--- config.mk ---
export PLATFORM = sky130hd
export DESIGN_NAME = sv39ptw_queue
export DESIGN_NICKNAME = d
export VERILOG_FILES = /design/src/rtl/core/sv39_page_table_walker_defines.svh /design/src/rtl/core/sv39ptw_pkg.sv /design/src/rtl/core/sv39ptw_queue.sv
export SDC_FILE = /design/constraint.sdc
export NUM_CORES = 1
export LEC_CHECK = 0
export BUFFER_PORTS_ARGS = -buffer_cell sky130_fd_sc_hd__buf_2
export CORE_ASPECT_RATIO = 0.6
export CORE_MARGIN = 1
export CORE_UTILIZATION = 51
export DETAILED_ROUTE_END_ITERATION = 12
export GPL_TIMING_DRIVEN = 0
export MAX_ROUTING_LAYER = met4
export PLACE_DENSITY = 0.78
export SYNTH_ARGS = -nofsm -noshare
export SYNTH_HDL_FRONTEND = slang
export SYNTH_SLANG_ARGS = --single-unit
--- constraint.sdc ---
create_clock -name clk -period 8.3 [get_ports clk]
set_clock_uncertainty 0.15 [all_clocks]
set_input_delay 0.83 -clock clk [delete_from_list [all_inputs] [get_ports clk]]
set_output_delay 0.83 -clock clk [all_outputs]
set_load 0.01 [all_outputs]
--- src/rtl/core/sv39_page_table_walker_defines.svh ---
// Assertion macros shared by the Sv39 page-table walker RTL.
`ifndef SV39_PAGE_TABLE_WALKER_DEFINES_SVH
`define SV39_PAGE_TABLE_WALKER_DEFINES_SVH

// Same-cycle implication, sampled on clk and disabled while arst_n is low.
`define SV39PTW_ASSERT_IMPL(name, ante, cons, msg) \
	name: assert property (@(posedge clk) disable iff (!arst_n) (ante) |-> (cons)) \
	else $error(msg);

// Next-cycle implication, sampled on clk and disabled while arst_n is low.
`define SV39PTW_ASSERT_NEXT(name, ante, cons, msg) \
	name: assert property (@(posedge clk) disable iff (!arst_n) (ante) |=> (cons)) \
	else $error(msg);

`endif

--- src/rtl/core/sv39ptw_pkg.sv ---
// Types and constants shared by the Sv39 page-table walker modules.
package sv39ptw_pkg;

	// Fixed geometry of Sv39 tables and of the payload fields.
	localparam int ENTRIES_PER_PAGE = 512;
	localparam int VPN_W            = 9;
	localparam int SV39_VA_W        = 39;
	localparam int MAXVA_BITS       = 38;
	localparam int PPN_W            = 44;
	localparam int OFFSET_W         = 12;
	localparam int PADDR_W          = 56;
	localparam int PTE_W            = 64;
	localparam int ENTRY_INDEX_W    = 13;
	localparam int CFG_DATA_W       = 44;
	localparam int ROOT_W           = 4;
	localparam int QUEUE_DEPTH      = 2;

	// PTE bit positions.
	localparam int PTE_V_BIT   = 0;
	localparam int PTE_U_BIT   = 4;
	localparam int PTE_PPN_LSB = 10;

	// Configuration register indexes.
	typedef enum logic [0:0] {
		CFG_ROOT_TABLE_PAGE = 1'b0,
		CFG_WINDOW_BASE_PPN = 1'b1
	} cfg_reg_t;

	// Fault codes reported with each result.
	typedef enum logic [2:0] {
		FK_NONE         = 3'd0,
		FK_VA_RANGE     = 3'd1,
		FK_PTR_INVALID  = 3'd2,
		FK_LEAF_INVALID = 3'd3,
		FK_NOT_USER     = 3'd4,
		FK_OUTSIDE      = 3'd5
	} fault_kind_t;

	// Work handed from the front end to the back end.
	typedef enum logic [1:0] {
		JOB_WRITE = 2'd0,
		JOB_WALK  = 2'd1,
		JOB_REPLY = 2'd2
	} job_kind_t;

	typedef struct packed {
		job_kind_t                 kind;
		fault_kind_t               reply_kind;
		logic [SV39_VA_W-1:0]      vaddr;
		logic [ENTRY_INDEX_W-1:0]  entry_index;
		logic [PTE_W-1:0]          entry_value;
	} job_t;

	// One result transaction.
	typedef struct packed {
		logic [PADDR_W-1:0] paddr;
		logic               fault;
		fault_kind_t        fault_kind;
	} result_t;

	// Back-end walk sequencer.
	typedef enum logic [2:0] {
		BK_CLEAR = 3'd0,
		BK_IDLE  = 3'd1,
		BK_L2    = 3'd2,
		BK_L1    = 3'd3,
		BK_L0    = 3'd4
	} bk_state_t;

endpackage

--- src/rtl/core/sv39ptw_queue.sv ---
// Short job queue between the front end and the back end.
module sv39ptw_queue (
	input  logic               clk,
	input  logic               arst_n,
	input  logic               push_valid,
	output logic               push_ready,
	input  sv39ptw_pkg::job_t  push_job,
	output logic               pop_valid,
	input  logic               pop_ready,
	output sv39ptw_pkg::job_t  pop_job
);
	import sv39ptw_pkg::*;

	localparam int PTR_W = (QUEUE_DEPTH > 1) ? $clog2(QUEUE_DEPTH) : 1;
	localparam int CNT_W = $clog2(QUEUE_DEPTH + 1);

	job_t             slot_q [QUEUE_DEPTH];
	logic [PTR_W-1:0] wr_ptr_q;
	logic [PTR_W-1:0] rd_ptr_q;
	logic [CNT_W-1:0] count_q;
	logic             do_push;
	logic             do_pop;

	assign push_ready = (count_q != CNT_W'(QUEUE_DEPTH));
	assign pop_valid  = (count_q != '0);
	assign pop_job    = slot_q[rd_ptr_q];
	assign do_push    = push_valid && push_ready;
	assign do_pop     = pop_valid && pop_ready;

	// Pointers and fill level.
	always_ff @(posedge clk or negedge arst_n) begin
		if (!arst_n) begin
			wr_ptr_q <= '0;
			rd_ptr_q <= '0;
			count_q  <= '0;
		end else begin
			if (do_push) begin
				wr_ptr_q <= (wr_ptr_q == PTR_W'(QUEUE_DEPTH - 1)) ? '0 : wr_ptr_q + 1'b1;
			end
			if (do_pop) begin
				rd_ptr_q <= (rd_ptr_q == PTR_W'(QUEUE_DEPTH - 1)) ? '0 : rd_ptr_q + 1'b1;
			end
			if (do_push && !do_pop) begin
				count_q <= count_q + 1'b1;
			end else if (do_pop && !do_push) begin
				count_q <= count_q - 1'b1;
			end
		end
	end

	// Storage slots.
	always_ff @(posedge clk) begin
		if (do_push) begin
			slot_q[wr_ptr_q] <= push_job;
		end
	end
endmodule

==> summary.md <==
| Metric | Value |
|---|---|
| IO Count | roughly 250 |
| CTS Buf Count | 22 |
| Final HPWL DP | 11.9 mm |
| CP Launch Type | flop |
| Syn Inst Count | 395 |
| Num rows | 37 |
| Met1 usage | 22.8% |
| Die width | 176 um |
| Total GRT Usage | between 10% and 20% |
| Worst slew pin tran | 0.814 ns |
| Global-route wire length before repair | ~25 mm |
| Post-route cell area | 11600 um2 |
| Commonest cells after routing, fill and taps aside | buf_2, edfxtp_1, mux2_4, mux2_2, clkbuf_16 |
| Mean Syn Cell Area | 23.4 um2 |
| Via/cell ratio | 5.03 |
| WS Path Type | flop to output port |
| Met2 usage | 30.0% |
| Outcome | completed |
| WP data required | 7.32 ns |
| Slew headroom | 45.6% |
| Final hold slack | 0.363 ns |
| Initial antenna violation count | 2 |
| Post-synthesis cell area | 9260 um2 |
| Tcrit/Tclk final | 33.2% |
| Layout cell share with drive strength beyond 1 | 61.0% |
| Yosys cell types | 16 |
| CTS root buffer | clkbuf_16 |
| Area growth from synthesis to layout | 25.5% |
| Slew Limit Fails | 0 |
| H-Tree Depth | 1 |
| Post-cts sizing count | 0 |
| GR Layer Usage met3 | about 6.2% |
| Dpl cell area | 10900 um2 |
| Final Wtd Congestion | 0.748 |
| Minimum clock period | 2.75 ns |
| Hold-fix buffers, CTS | 1 |
| Fmax | 363 MHz |
| Syn nets | around 520 |
| Final Util | between 60% and 70% |
| Clk_lat worst skew | 0.48 ns |
| Pre-CTS setup slack | 5.68 ns |
| Detailed Route Iter0 Violations | 268 |
| Setup Viol. Count Final | 0 |
| Via count | roughly 4700 |
| GR peak layer | met2 |
| Max-Cap Viols | 0 |
| Drt pass-1 iters | 6 |
| Die area | 18700 um2 |
| Largest net degree at the start of global routing | 45 |
| GR Overflow Total | 0 |
| Final ANT Viol Nets | 0 |
| Clock Sinks | approximately 250 |
| Worst hold path class | flop to flop |
| Crit-path max FO | 10 |
| CTS tree | built |
| Max VDD drop | 0.191 mV |
| Seq/Total Area, Yosys | between 70 and 80% |
| Initial Util | 53.1% |
| CTS clk-pin slew, worst paths | 0.06 ns |
| DRC violations left | 0 |
| Fin worst setup slack | 5.55 ns |
| Nets@finish | 798 |
| Cell Pwr Density | approximately 350 nW/um2 |
| Critical path capture point type | output port |
| Critical Path AT | 1.77 ns |
| Total Wirelength | roughly 17 mm |
| Most common cell after layout, fill and taps aside | buf_2 |
| Vias in the first global route | 4748 |
| Max Root-Sink Buffers | 3 |
| #FFs+latches synth | 246 |
| IO Port Bufs | 247 |
| Yosys warns | 0 |
| Routed len/inst | around 19 um |
| Leak Pwr | 4.61 nW |
| RSZ-0062 raised after global routing | no |
| Final Hold Viols | 0 |
| Die Height | roughly 110 um |
| Core area | 17500 um2 |
| Post-CTS Setup Bufs | 0 |
==> state kept, by name, indices dropped and copies added, names as in the netlist <==
| name | count |
|---|---|
| slot_q | 242 |
| count_q | 2 |
| rd_ptr_q | 1 |
| wr_ptr_q | 1 |
==> stage by stage <==
| step | instances | TNS, ns | total power, mW |
|---|---|---|---|
| after floorplan | 395 | 0 | 2.72 |
| after global placement | 876 | -103.40 | 3.17 |
| after detailed placement | 881 | 0 | 3.18 |
| after CTS | 922 | 0 | 4.17 |
| after global routing | 924 | 0 | 4.31 |
| final | 924 | 0 | 4.12 |
==> per-layer routing <==
metal / up-vias / share of wire (%)
li1: 2124 / -
met1: 2308 / 42
met2: 196 / 48
met3: 22 / 9.3
met4: 0 / 1.4
met5: - / 0
==> worst max-delay path: stages, from the launching register on <==
cell and delay [ns]:
dfrtp_1 0.34, buf_6 0.11, buf_8 0.16, buf_6 0.20, mux2_4 0.32, buf_2 0.15
==> final cells by class <==
class	instances	area, um2
fill	1181	5830
tap	234	293
timing repair buffer	253	1350
buffer	14	136
clock buffer	27	591
sequential	246	7370
clock inverter	13	108
antenna	2	5.00
multi-input combinational	134	1770
inverter	1	3.75
==> synth_stat cells <==
cell / count / area, um2
inv_1: 1 / 3.75
edfxtp_1: 242 / 7270
or2_2: 1 / 6.26
xor2_1: 2 / 17.5
ha_1: 1 / 12.5
mux2_4: 80 / 1200
nor2_1: 2 / 7.51
xnor2_1: 3 / 26.3
buf_2: 4 / 20.0
dfrtp_1: 4 / 100
buf_8: 1 / 15.0
nand2b_1: 1 / 6.26
nand2_1: 2 / 7.51
buf_6: 9 / 101
mux2_2: 41 / 462
and3_1: 1 / 6.26
==> where the power goes <==
| part | leakage (nW) | total (mW) | switching, mW | internal (mW) |
|---|---|---|---|---|
| clock network | 0.345 | 0.979 | 0.412 | 0.567 |
| registers | 2.29 | 1.77 | 0.0708 | 1.70 |
| logic | 1.97 | 1.38 | 0.688 | 0.687 |
==> logic make-up after synthesis <==
family | share of synthesized area, %
mux | 18.0
simple gates | 0.365
fa+ha+maj | 0.135
xor+xnor | 0.473
flops | 79.6
buf+inv | 1.51
==> final timing paths <==
check / start / to / slack (ns) / depth (start not counted)
min reg2reg: count_q[1]$_DFFE_PN0P_ / count_q[1]$_DFFE_PN0P_ / 0.36 / 1
max in group asynchronous: arst_n / rd_ptr_q$_DFFE_PN0P_ / 7.34 / 2
min in group asynchronous: arst_n / wr_ptr_q$_DFFE_PN0P_ / 0.55 / 2
min: count_q[1]$_DFFE_PN0P_ / count_q[1]$_DFFE_PN0P_ / 0.36 / 1
max reg2reg: count_q[0]$_DFFE_PN0P_ / slot_q[1][15]$_DFFE_PP_ / 6.04 / 4
max: rd_ptr_q$_DFFE_PN0P_ / pop_job[50] / 5.55 / 5
No activity file was read; power rests on OpenSTA's default activity.
