==> src/rtl/core/sv39_page_table_walker_defines.svh <==
// Assertion macros shared by the Sv39 page-table walker RTL.
`ifndef SV39_PAGE_TABLE_WALKER_DEFINES_SVH
`define SV39_PAGE_TABLE_WALKER_DEFINES_SVH

// Same-cycle implication, sampled on clk and disabled while arst_n is low.
`define SV39PTW_ASSERT_IMPL(name, ante, cons, msg) \
	name: assert property (@(posedge clk) disable iff (!arst_n) (ante) |-> (cons)) \
	else $error(msg);

// Next-cycle implication, sampled on clk and disabled while arst_n is low.
`define SV39PTW_ASSERT_NEXT(name, ante, cons, msg) \
	name: assert property (@(posedge clk) disable iff (!arst_n) (ante) |=> (cons)) \
	else $error(msg);

`endif

==> src/rtl/core/sv39ptw_pkg.sv <==
// Types and constants shared by the Sv39 page-table walker modules.
package sv39ptw_pkg;

	// Fixed geometry of Sv39 tables and of the payload fields.
	localparam int ENTRIES_PER_PAGE = 512;
	localparam int VPN_W            = 9;
	localparam int SV39_VA_W        = 39;
	localparam int MAXVA_BITS       = 38;
	localparam int PPN_W            = 44;
	localparam int OFFSET_W         = 12;
	localparam int PADDR_W          = 56;
	localparam int PTE_W            = 64;
	localparam int ENTRY_INDEX_W    = 13;
	localparam int CFG_DATA_W       = 44;
	localparam int ROOT_W           = 4;
	localparam int QUEUE_DEPTH      = 2;

	// PTE bit positions.
	localparam int PTE_V_BIT   = 0;
	localparam int PTE_U_BIT   = 4;
	localparam int PTE_PPN_LSB = 10;

	// Configuration register indexes.
	typedef enum logic [0:0] {
		CFG_ROOT_TABLE_PAGE = 1'b0,
		CFG_WINDOW_BASE_PPN = 1'b1
	} cfg_reg_t;

	// Fault codes reported with each result.
	typedef enum logic [2:0] {
		FK_NONE         = 3'd0,
		FK_VA_RANGE     = 3'd1,
		FK_PTR_INVALID  = 3'd2,
		FK_LEAF_INVALID = 3'd3,
		FK_NOT_USER     = 3'd4,
		FK_OUTSIDE      = 3'd5
	} fault_kind_t;

	// Work handed from the front end to the back end.
	typedef enum logic [1:0] {
		JOB_WRITE = 2'd0,
		JOB_WALK  = 2'd1,
		JOB_REPLY = 2'd2
	} job_kind_t;

	typedef struct packed {
		job_kind_t                 kind;
		fault_kind_t               reply_kind;
		logic [SV39_VA_W-1:0]      vaddr;
		logic [ENTRY_INDEX_W-1:0]  entry_index;
		logic [PTE_W-1:0]          entry_value;
	} job_t;

	// One result transaction.
	typedef struct packed {
		logic [PADDR_W-1:0] paddr;
		logic               fault;
		fault_kind_t        fault_kind;
	} result_t;

	// Back-end walk sequencer.
	typedef enum logic [2:0] {
		BK_CLEAR = 3'd0,
		BK_IDLE  = 3'd1,
		BK_L2    = 3'd2,
		BK_L1    = 3'd3,
		BK_L0    = 3'd4
	} bk_state_t;

endpackage

==> src/rtl/core/sv39ptw_req_if.sv <==
// Request channel: PTE writes and translation requests.
interface sv39ptw_req_if;
	logic        valid;
	logic        ready;
	logic        cmd;
	logic [63:0] vaddr;
	logic [12:0] entry_index;
	logic [63:0] entry_value;

	modport source (output valid, output cmd, output vaddr, output entry_index,
		output entry_value, input ready);
	modport sink (input valid, input cmd, input vaddr, input entry_index,
		input entry_value, output ready);
endinterface

==> src/rtl/core/sv39ptw_front.sv <==
// Front end: accepts request transactions and classifies them into jobs.
module sv39ptw_front #(
	parameter int TABLE_PAGES = 16
) (
	sv39ptw_req_if.sink                     req,
	input  logic                            clr_busy,
	input  logic [sv39ptw_pkg::ROOT_W-1:0]  cfg_root,
	output logic                            push_valid,
	input  logic                            push_ready,
	output sv39ptw_pkg::job_t               push_job
);
	import sv39ptw_pkg::*;

	localparam int MEM_WORDS = TABLE_PAGES * ENTRIES_PER_PAGE;

	// Requests wait while the table store is being cleared.
	assign req.ready  = push_ready && !clr_busy;
	assign push_valid = req.valid && !clr_busy;

	// Early checks that need no table access become immediate replies.
	always_comb begin
		push_job             = '0;
		push_job.vaddr       = req.vaddr[SV39_VA_W-1:0];
		push_job.entry_index = req.entry_index;
		push_job.entry_value = req.entry_value;
		push_job.reply_kind  = FK_NONE;
		if (req.cmd) begin
			if (req.vaddr[63:MAXVA_BITS] != '0) begin
				push_job.kind       = JOB_REPLY;
				push_job.reply_kind = FK_VA_RANGE;
			end else if (int'(cfg_root) >= TABLE_PAGES) begin
				push_job.kind       = JOB_REPLY;
				push_job.reply_kind = FK_OUTSIDE;
			end else begin
				push_job.kind = JOB_WALK;
			end
		end else if (int'(req.entry_index) < MEM_WORDS) begin
			push_job.kind = JOB_WRITE;
		end else begin
			// A write beyond the store is dropped and answered with zeros.
			push_job.kind = JOB_REPLY;
		end
	end
endmodule

==> src/flat_wrapper.sv <==
// flat-port wrapper written by rule: the top's interface ports become plain ports
module sv39ptw_front_flat import sv39ptw_pkg::*;
#(
	parameter int TABLE_PAGES = 16
)
  (clr_busy, cfg_root, push_valid, push_ready, push_job, req_valid, req_cmd, req_vaddr, req_entry_index, req_entry_value, req_ready);
  sv39ptw_req_if req_i ();
  input  logic clr_busy;
  input  logic [sv39ptw_pkg::ROOT_W-1:0] cfg_root;
  output logic push_valid;
  input  logic push_ready;
  output sv39ptw_pkg::job_t push_job;
  input wire logic [$bits(req_i.valid)-1:0] req_valid;
  input wire logic [$bits(req_i.cmd)-1:0] req_cmd;
  input wire logic [$bits(req_i.vaddr)-1:0] req_vaddr;
  input wire logic [$bits(req_i.entry_index)-1:0] req_entry_index;
  input wire logic [$bits(req_i.entry_value)-1:0] req_entry_value;
  output wire logic [$bits(req_i.ready)-1:0] req_ready;
  assign req_i.valid = req_valid;
  assign req_i.cmd = req_cmd;
  assign req_i.vaddr = req_vaddr;
  assign req_i.entry_index = req_entry_index;
  assign req_i.entry_value = req_entry_value;
  assign req_ready = req_i.ready;
  sv39ptw_front #(.TABLE_PAGES(TABLE_PAGES)) u_core (.req(req_i), .clr_busy(clr_busy), .cfg_root(cfg_root), .push_valid(push_valid), .push_ready(push_ready), .push_job(push_job));
endmodule
==> config.mk <==
export PLATFORM = sky130hd
export DESIGN_NAME = sv39ptw_front_flat
export DESIGN_NICKNAME = d
export VERILOG_FILES = /design/src/rtl/core/sv39_page_table_walker_defines.svh /design/src/rtl/core/sv39ptw_pkg.sv /design/src/rtl/core/sv39ptw_req_if.sv /design/src/rtl/core/sv39ptw_front.sv /design/src/flat_wrapper.sv
export SDC_FILE = /design/constraint.sdc
export NUM_CORES = 1
export LEC_CHECK = 0
export ABC_AREA = 1
export ABC_CLOCK_PERIOD_IN_PS = 1400
export BUFFER_PORTS_ARGS = -buffer_cell sky130_fd_sc_hd__buf_2
export CAP_MARGIN = 25
export CORE_AREA = 2 2 106 108
export DETAILED_ROUTE_END_ITERATION = 16
export DIE_AREA = 0 0 108 110
export PLACE_DENSITY_LB_ADDON = 0.3
export REMOVE_ABC_BUFFERS = 1
export SYNTH_ARGS = -nofsm -noshare
export SYNTH_HDL_FRONTEND = slang
export SYNTH_SLANG_ARGS = --single-unit
==> constraint.sdc <==
create_clock -name vclk -period 1.4
set_clock_uncertainty 0.15 [all_clocks]
set_input_delay 0.14 -clock vclk [all_inputs]
set_output_delay 0.14 -clock vclk [all_outputs]
set_load 0.02 [all_outputs]
==> results by stage, run 1 <==
Routing:
- The average wire per standard cell is 71.1 um.
- In this run, the number of DRC markers left after iteration 0 of detailed routing was 39.
- Summing over every cut layer, the via total after detailed routing is 619.
- For this run, design rule violations remaining after detail routing come to 0.
- The residual antenna-violating net count after detailed routing is 0.
- The first detailed-routing pass took 4 iterations.
- The via density per instance is 2.88.
- After detailed routing, the total wire length is 15.3 mm.

Timing:
- The number of hold-slack violations in the final timing report came to 0.
- The upper clock frequency limit is 821 MHz.
- Subtracting the final worst setup slack from the clock period gives 1220 ps.
- The count of pins over their slew limit was 0.
- The final critical path takes up 87.0% of the cycle.
- After layout, the worst setup slack is 182 ps.
- Setup repair after global routing left no endpoint under its margin.
- Across all hold checks on the routed design, the worst slack comes to 130 ps.
- After routing, the total negative slack on setup checks comes to 0 ps.
- The number of setup violations in the final report is 0.

Floorplanning:
- The die boundary height is 110 um.
- The region available for standard cell placement spans 0.0107 mm^2.
- The die area is 0.0119 mm^2.
- In this run the horizontal extent of the chip is 108 um.
- Once the floorplan was initialized, standard cells occupied 9.73% of the core.
- The number of top-level pins is 272.
- The number of standard-cell rows in the floorplan is 38.

Global routing:
- The via count of the first global-routing pass is 493.
- The number of antenna violations at the first check in global routing is 0.
- For this run the aggregate overflow at the end of global routing stands at 0.
- The global-route total usage across every layer is 24.4%.
- The pin count of the biggest net entering global routing is 3.
- The first global-routing pass estimated 16.0 mm of wire.

Cells and area:
- For this run, the share of the core covered by cells in the final layout is 4.74%.
- Across the whole layout, storage elements account for 0 um^2.
- The number of antenna diodes is 0.
- The number of non-filler instances in the completed layout is 215.
- At the end of the flow, the number of nets in the layout was 226.
- Relative to the synthesized area, the layout overhead comes to -51.3%.
- The filler cell count in the final layout is 1292.
- The fraction of layout cells with a size suffix above 1 is 49.3%.
- The area of all placed cells without fillers is 507 um^2.
- The number of sequential cells in the layout is 0.
- In the finished layout, the clock tree contains a buffer count of 0.

Yosys:
- The total of warnings raised by yosys is 0.
- The commonest cells after synthesis are 119 x sky130_fd_sc_hd__buf_4, 21 x sky130_fd_sc_hd__nor2_1, 8 x sky130_fd_sc_hd__nand2_1.
- The count of unique library cells instantiated by Yosys is 7.
- The area fraction of the dominant cell type after synthesis is 85.8%.
- Synthesis produced a netlist whose cell count is 157.
- sky130_fd_sc_hd__buf_4 is the most common cell in the netlist.
- Summed over all instances, the cell type with the most area after synthesis is sky130_fd_sc_hd__buf_4.
- Of the synthesized area, sequential elements account for 0%.
- Yosys attributes the largest share of cell area to sky130_fd_sc_hd__buf_4 86%, sky130_fd_sc_hd__nor2_1 7.6%, sky130_fd_sc_hd__nand2_1 2.9%.
- Dividing the synthesized area by the synthesized cell count gives 6.63 um^2.
- The cell area that synthesis handed to floorplanning was 0.00104 mm^2.

Worst setup path:
- For the worst setup path, the data arrival time is 930 ps.
- The critical path's slowest cell is sky130_fd_sc_hd__nor2_1.
- The worst path required time is 1110 ps.
- The cell type group with the largest total delay on the critical path is simple AND/OR/NAND/NOR gates.
- The number of buffers and inverters on the critical path is 2.
- The type of element capturing the critical path is an output pin.
- The delay of the slowest cell on the worst path is 170 ps.
- The launching element type of the critical path is an input pin.
- By instance count, the cell type seen most on the critical path is sky130_fd_sc_hd__nor2_1.
- In this run the worst path has a maximum fanout of 2.
- The signal on the critical path passes through buf_2 > nor2_1 > nand2_1 > nor2_1 > nand2_1 > nor2_1 > nor2_1 > buf_2.
- The critical setup path kind is input pin to output pin.

Placed design:
- Before CTS, the worst setup slack after placement is 169 ps.
- The total of buffers placed on input and output ports is 36.
- The cell count after placement is 215.
- The post-place instance area is 507 um^2.
- Routability-driven placement finished with a final weighted congestion of 0.974.

Power and ir drop:
- For this design the ratio of total power to cell area is 163 mW/mm^2.
- IR analysis of the VDD net gives a maximum drop of 0.0000390 V.
- The reported leakage power is 0.221 nW.
- The completed layout was analyzed and its total power is 0.0825 mW.

CTS:
- Gates resized during post-CTS repair numbered 0.
- Buffers added to address setup during post-CTS repair amount to 0.
- Buffers inserted to repair hold after CTS numbered 0.

Flow run:
- Across the run, the number of max-cap violations was 0.

Worst hold path:
- The tightest min-delay check is of the input pin to output pin type.

Status:
- The flow ran to the end, and the final reports show no timing, DRC or antenna violations.
cells in the final DEF (no fill, tap or decap), drive strengths merged:
master  synthesis  layout
nand3           2       2
nand2           8       8
nor2           22      22
conb            1       2
buf           119      36
inv             5       5
report_power, final:
part / total [mW] / internal (mW) / switching [mW]
sequential: 0 / 0 / 0
combinational: 0.0825 / 0.0417 / 0.0408
clock: 0 / 0 / 0
final cells by class:
| type | instances | area, um^2 | share of cell area [%] |
|---|---|---|---|
| tap | 140 | 175 | 34.6 |
| timing repair buffer | 36 | 180 | 35.6 |
| multi-input combinational | 34 | 133 | 26.2 |
| inverter | 5 | 18.8 | 3.70 |
cells by family after synthesis:
| group | share of synthesized area [%] |
|---|---|
| other cells | 0.360 |
| buf+inv | 87.6 |
| simple gates | 12.0 |
metal layers:
| layer | global-route usage [%] | vias to the layer above | wire length (um) |
|---|---|---|---|
| li1 | - | 182 | - |
| met1 | 2.22 | 180 | 551 |
| met2 | 52.9 | 239 | 8930 |
| met3 | 38.7 | 16 | 5250 |
| met4 | 6.04 | 2 | 498 |
| met5 | 4.02 | - | 58 |
worst paths after layout:
kind | slack, ps | start | end | cells past startpoint
hold / removal | 130 | req_entry_index[6] | push_job[70] | 0
setup / recovery | 180 | req_vaddr[41] | push_job[120] | 8
(Power assumes the default switching activity.)
==> inputs of run 2 (changes only) <==
--- a/config.mk
+++ b/config.mk
@@ -8,12 +8,10 @@
 export ABC_AREA = 1
 export ABC_CLOCK_PERIOD_IN_PS = 1400
 export BUFFER_PORTS_ARGS = -buffer_cell sky130_fd_sc_hd__buf_2
-export CAP_MARGIN = 25
 export CORE_AREA = 2 2 106 108
 export DETAILED_ROUTE_END_ITERATION = 16
 export DIE_AREA = 0 0 108 110
-export PLACE_DENSITY_LB_ADDON = 0.3
-export REMOVE_ABC_BUFFERS = 1
+export PLACE_DENSITY_LB_ADDON = 0.15
 export SYNTH_ARGS = -nofsm -noshare
 export SYNTH_HDL_FRONTEND = slang
 export SYNTH_SLANG_ARGS = --single-unit
==> results by stage, run 2 (same netlist as run 1, synthesis figures left out) <==
Placed design:
- The cell count after placement is 215 (unchanged).
- The HPWL after detailed placement is 1.83 mm.
- The placer's final routability congestion estimate is 0.555 (-43%).
- The total of buffers placed on input and output ports is 36 (unchanged).

Status:
- The flow ran to the end, and the final reports show no timing, DRC or antenna violations.

Worst setup path:
- The type of element capturing the critical path is an output pin.
- The critical setup path kind is input pin to output pin.
- The worst path required time was 1110 ps (about the same).
- The maximum fanout along the worst path was 2 (unchanged).
- The launching element type of the critical path is an input pin.
- The endpoint arrival time on the critical path is 940 ps (about the same).

Floorplanning:
- The initial core utilization is 9.73% (unchanged).
- The die boundary height was 110 um (unchanged).
- The width of the chip is 108 um (unchanged).
- The number of top-level pins is 272 (unchanged).
- The total core area is 0.0107 mm^2 (unchanged).
- The die area came to 0.0119 mm^2 (unchanged).
- The number of standard-cell rows in the floorplan is 38 (unchanged).

Cells and area:
- The number of sequential cells in the layout is 0 (unchanged).
- The number of antenna diodes is 0 (unchanged).
- The area taken by flip-flops and latches is 0 um^2 (unchanged).
- The number of nets in the finished design is 226 (unchanged).
- Relative to the synthesized area, the layout overhead comes to -51.1%.
- The fraction of layout cells with a size suffix above 1 is 50.7% (+1.3 points).
- The leading cell type in the layout, fill and taps excluded is sky130_fd_sc_hd__buf_2.
- The library cells used most frequently in the layout, excluding fill and tap cells, are 36 x sky130_fd_sc_hd__buf_2, 20 x sky130_fd_sc_hd__nor2_1, 8 x sky130_fd_sc_hd__nand2_1.
- The number of non-filler instances in the completed layout is 215 (unchanged).
- The total of clock buffers placed in the layout was 0 (unchanged).
- The filler cell count in the final layout was 1274 (-1.4%).

Power and ir drop:
- The largest vdd supply drop is 0.0000285 V (-27%).
- The total power draw is 0.0814 mW (-1.3%).
- The reported leakage power came to 0.221 nW (about the same).
- The power per cell area was 160 mW/mm^2 (-1.8%).

Timing:
- The post-route clock period utilization is 87.6% (+0.59 points).
- The final critical delay including setup and external delays is 1230 ps (+8.28 ps).
- The upper clock frequency limit came to 816 MHz (-0.68%).
- The count of pins over their slew limit is 0 (unchanged).
- The total negative slack for setup checks is 0 ps (unchanged).
- The number of setup violations in the final report came to 0 (unchanged).
- The number of hold-slack violations in the final timing report was 0 (unchanged).
- Setup repair after global routing left no endpoint under its margin.

CTS:
- The quantity of hold-fixing buffers added after cts is 0 (unchanged).
- The buffer count from post-CTS setup fixing was 0 (unchanged).

Routing:
- The overall routed net length is 2.09 mm (-86%).
- The remaining routing DRC violations came to 0 (unchanged).
- The total number of vias was 482 (-22%).
- The residual antenna-violating net count after detailed routing is 0 (unchanged).
- The iteration-0 DRC count of the detailed router is 5 (-87%).
- The iteration count of the initial detailed-routing pass is 4 (unchanged).
- The via density per instance is 2.24 (-22%).
- The average wire per standard cell came to 9.73 um (-86%).

Global routing:
- The number of antenna violations at the first check in global routing is 0 (unchanged).
- The global-route total usage across every layer was 2.96% (-21 points).
- The pin count of the biggest net entering global routing is 3 (unchanged).
- The via count of the first global-routing pass was 494 (+0.20%).
- The overall overflow remaining after global route came to 0 (unchanged).
- The wire length of the first global-routing pass is 2.68 mm (-83%).

Worst hold path:
- The path category of the worst min-delay check is input pin to output pin.
- The worst hold path cell count is 0 (unchanged).

Flow run:
- The number of max-cap violations is 0 (unchanged).
[run 2: cell counts in the layout (fill, tap and decap cells not counted)]
No cell type changed its count.
[run 2: worst max-delay path: stages]
cell and delay, ps:
sky130_fd_sc_hd__buf_2 100, sky130_fd_sc_hd__nor2_1 150, sky130_fd_sc_hd__nand2_1 60, sky130_fd_sc_hd__nor2_1 90, sky130_fd_sc_hd__nand2_1 60, sky130_fd_sc_hd__nor2_1 110, sky130_fd_sc_hd__nor2_1 70, sky130_fd_sc_hd__buf_2 160
[run 2: where the power goes]
group / switching, mW / internal (mW)
sequential: 0 / 0
combinational: 0.0397 / 0.0417
clock: 0 / 0
total: 0.0397 / 0.0417
[run 2: timing repair]
| action | CTS | global route |
|---|---|---|
| hold endpoints to repair | 0 | 0 |
| resized for setup | 0 | 1 |
| setup endpoints to repair | 0 | 3 |
[run 2: metal layers]
layer  global-route usage [%]  wire [um]  vias up
met5                        0          0        -
met4                     6.68        381        0
met3                     1.88        423       58
met2                     4.22        909       73
met1                     1.41        376      169
li1                         -          -      182
[run 2: final timing paths]
check             to     startpoint
min    push_job[103]  req_vaddr[26]
max    push_job[116]  req_vaddr[52]
[run 2: per-stage QoR]
| step | hold WS [ps] | instance area (um^2) | utilization [%] | worst slack, ps |
|---|---|---|---|---|
| after floorplan | 210 | 1040 | - | 227 |
| after global placement | 130 | 507 | 4.74 | 133 |
| after detailed placement | 130 | 507 | 4.74 | 109 |
| after CTS | 130 | 507 | 4.74 | 111 |
| after global routing | 130 | 509 | 4.76 | 17.8 |
| final | 130 | 509 | 4.76 | 174 |
[run 2: cell type report]
| type | instances | area, um^2 | area share [%] |
|---|---|---|---|
| well taps | 140 | 175 | 34.4 |
| inverters | 5 | 18.8 | 3.69 |
| multi-input cells | 34 | 135 | 26.5 |
| repair buffers | 36 | 180 | 35.4 |
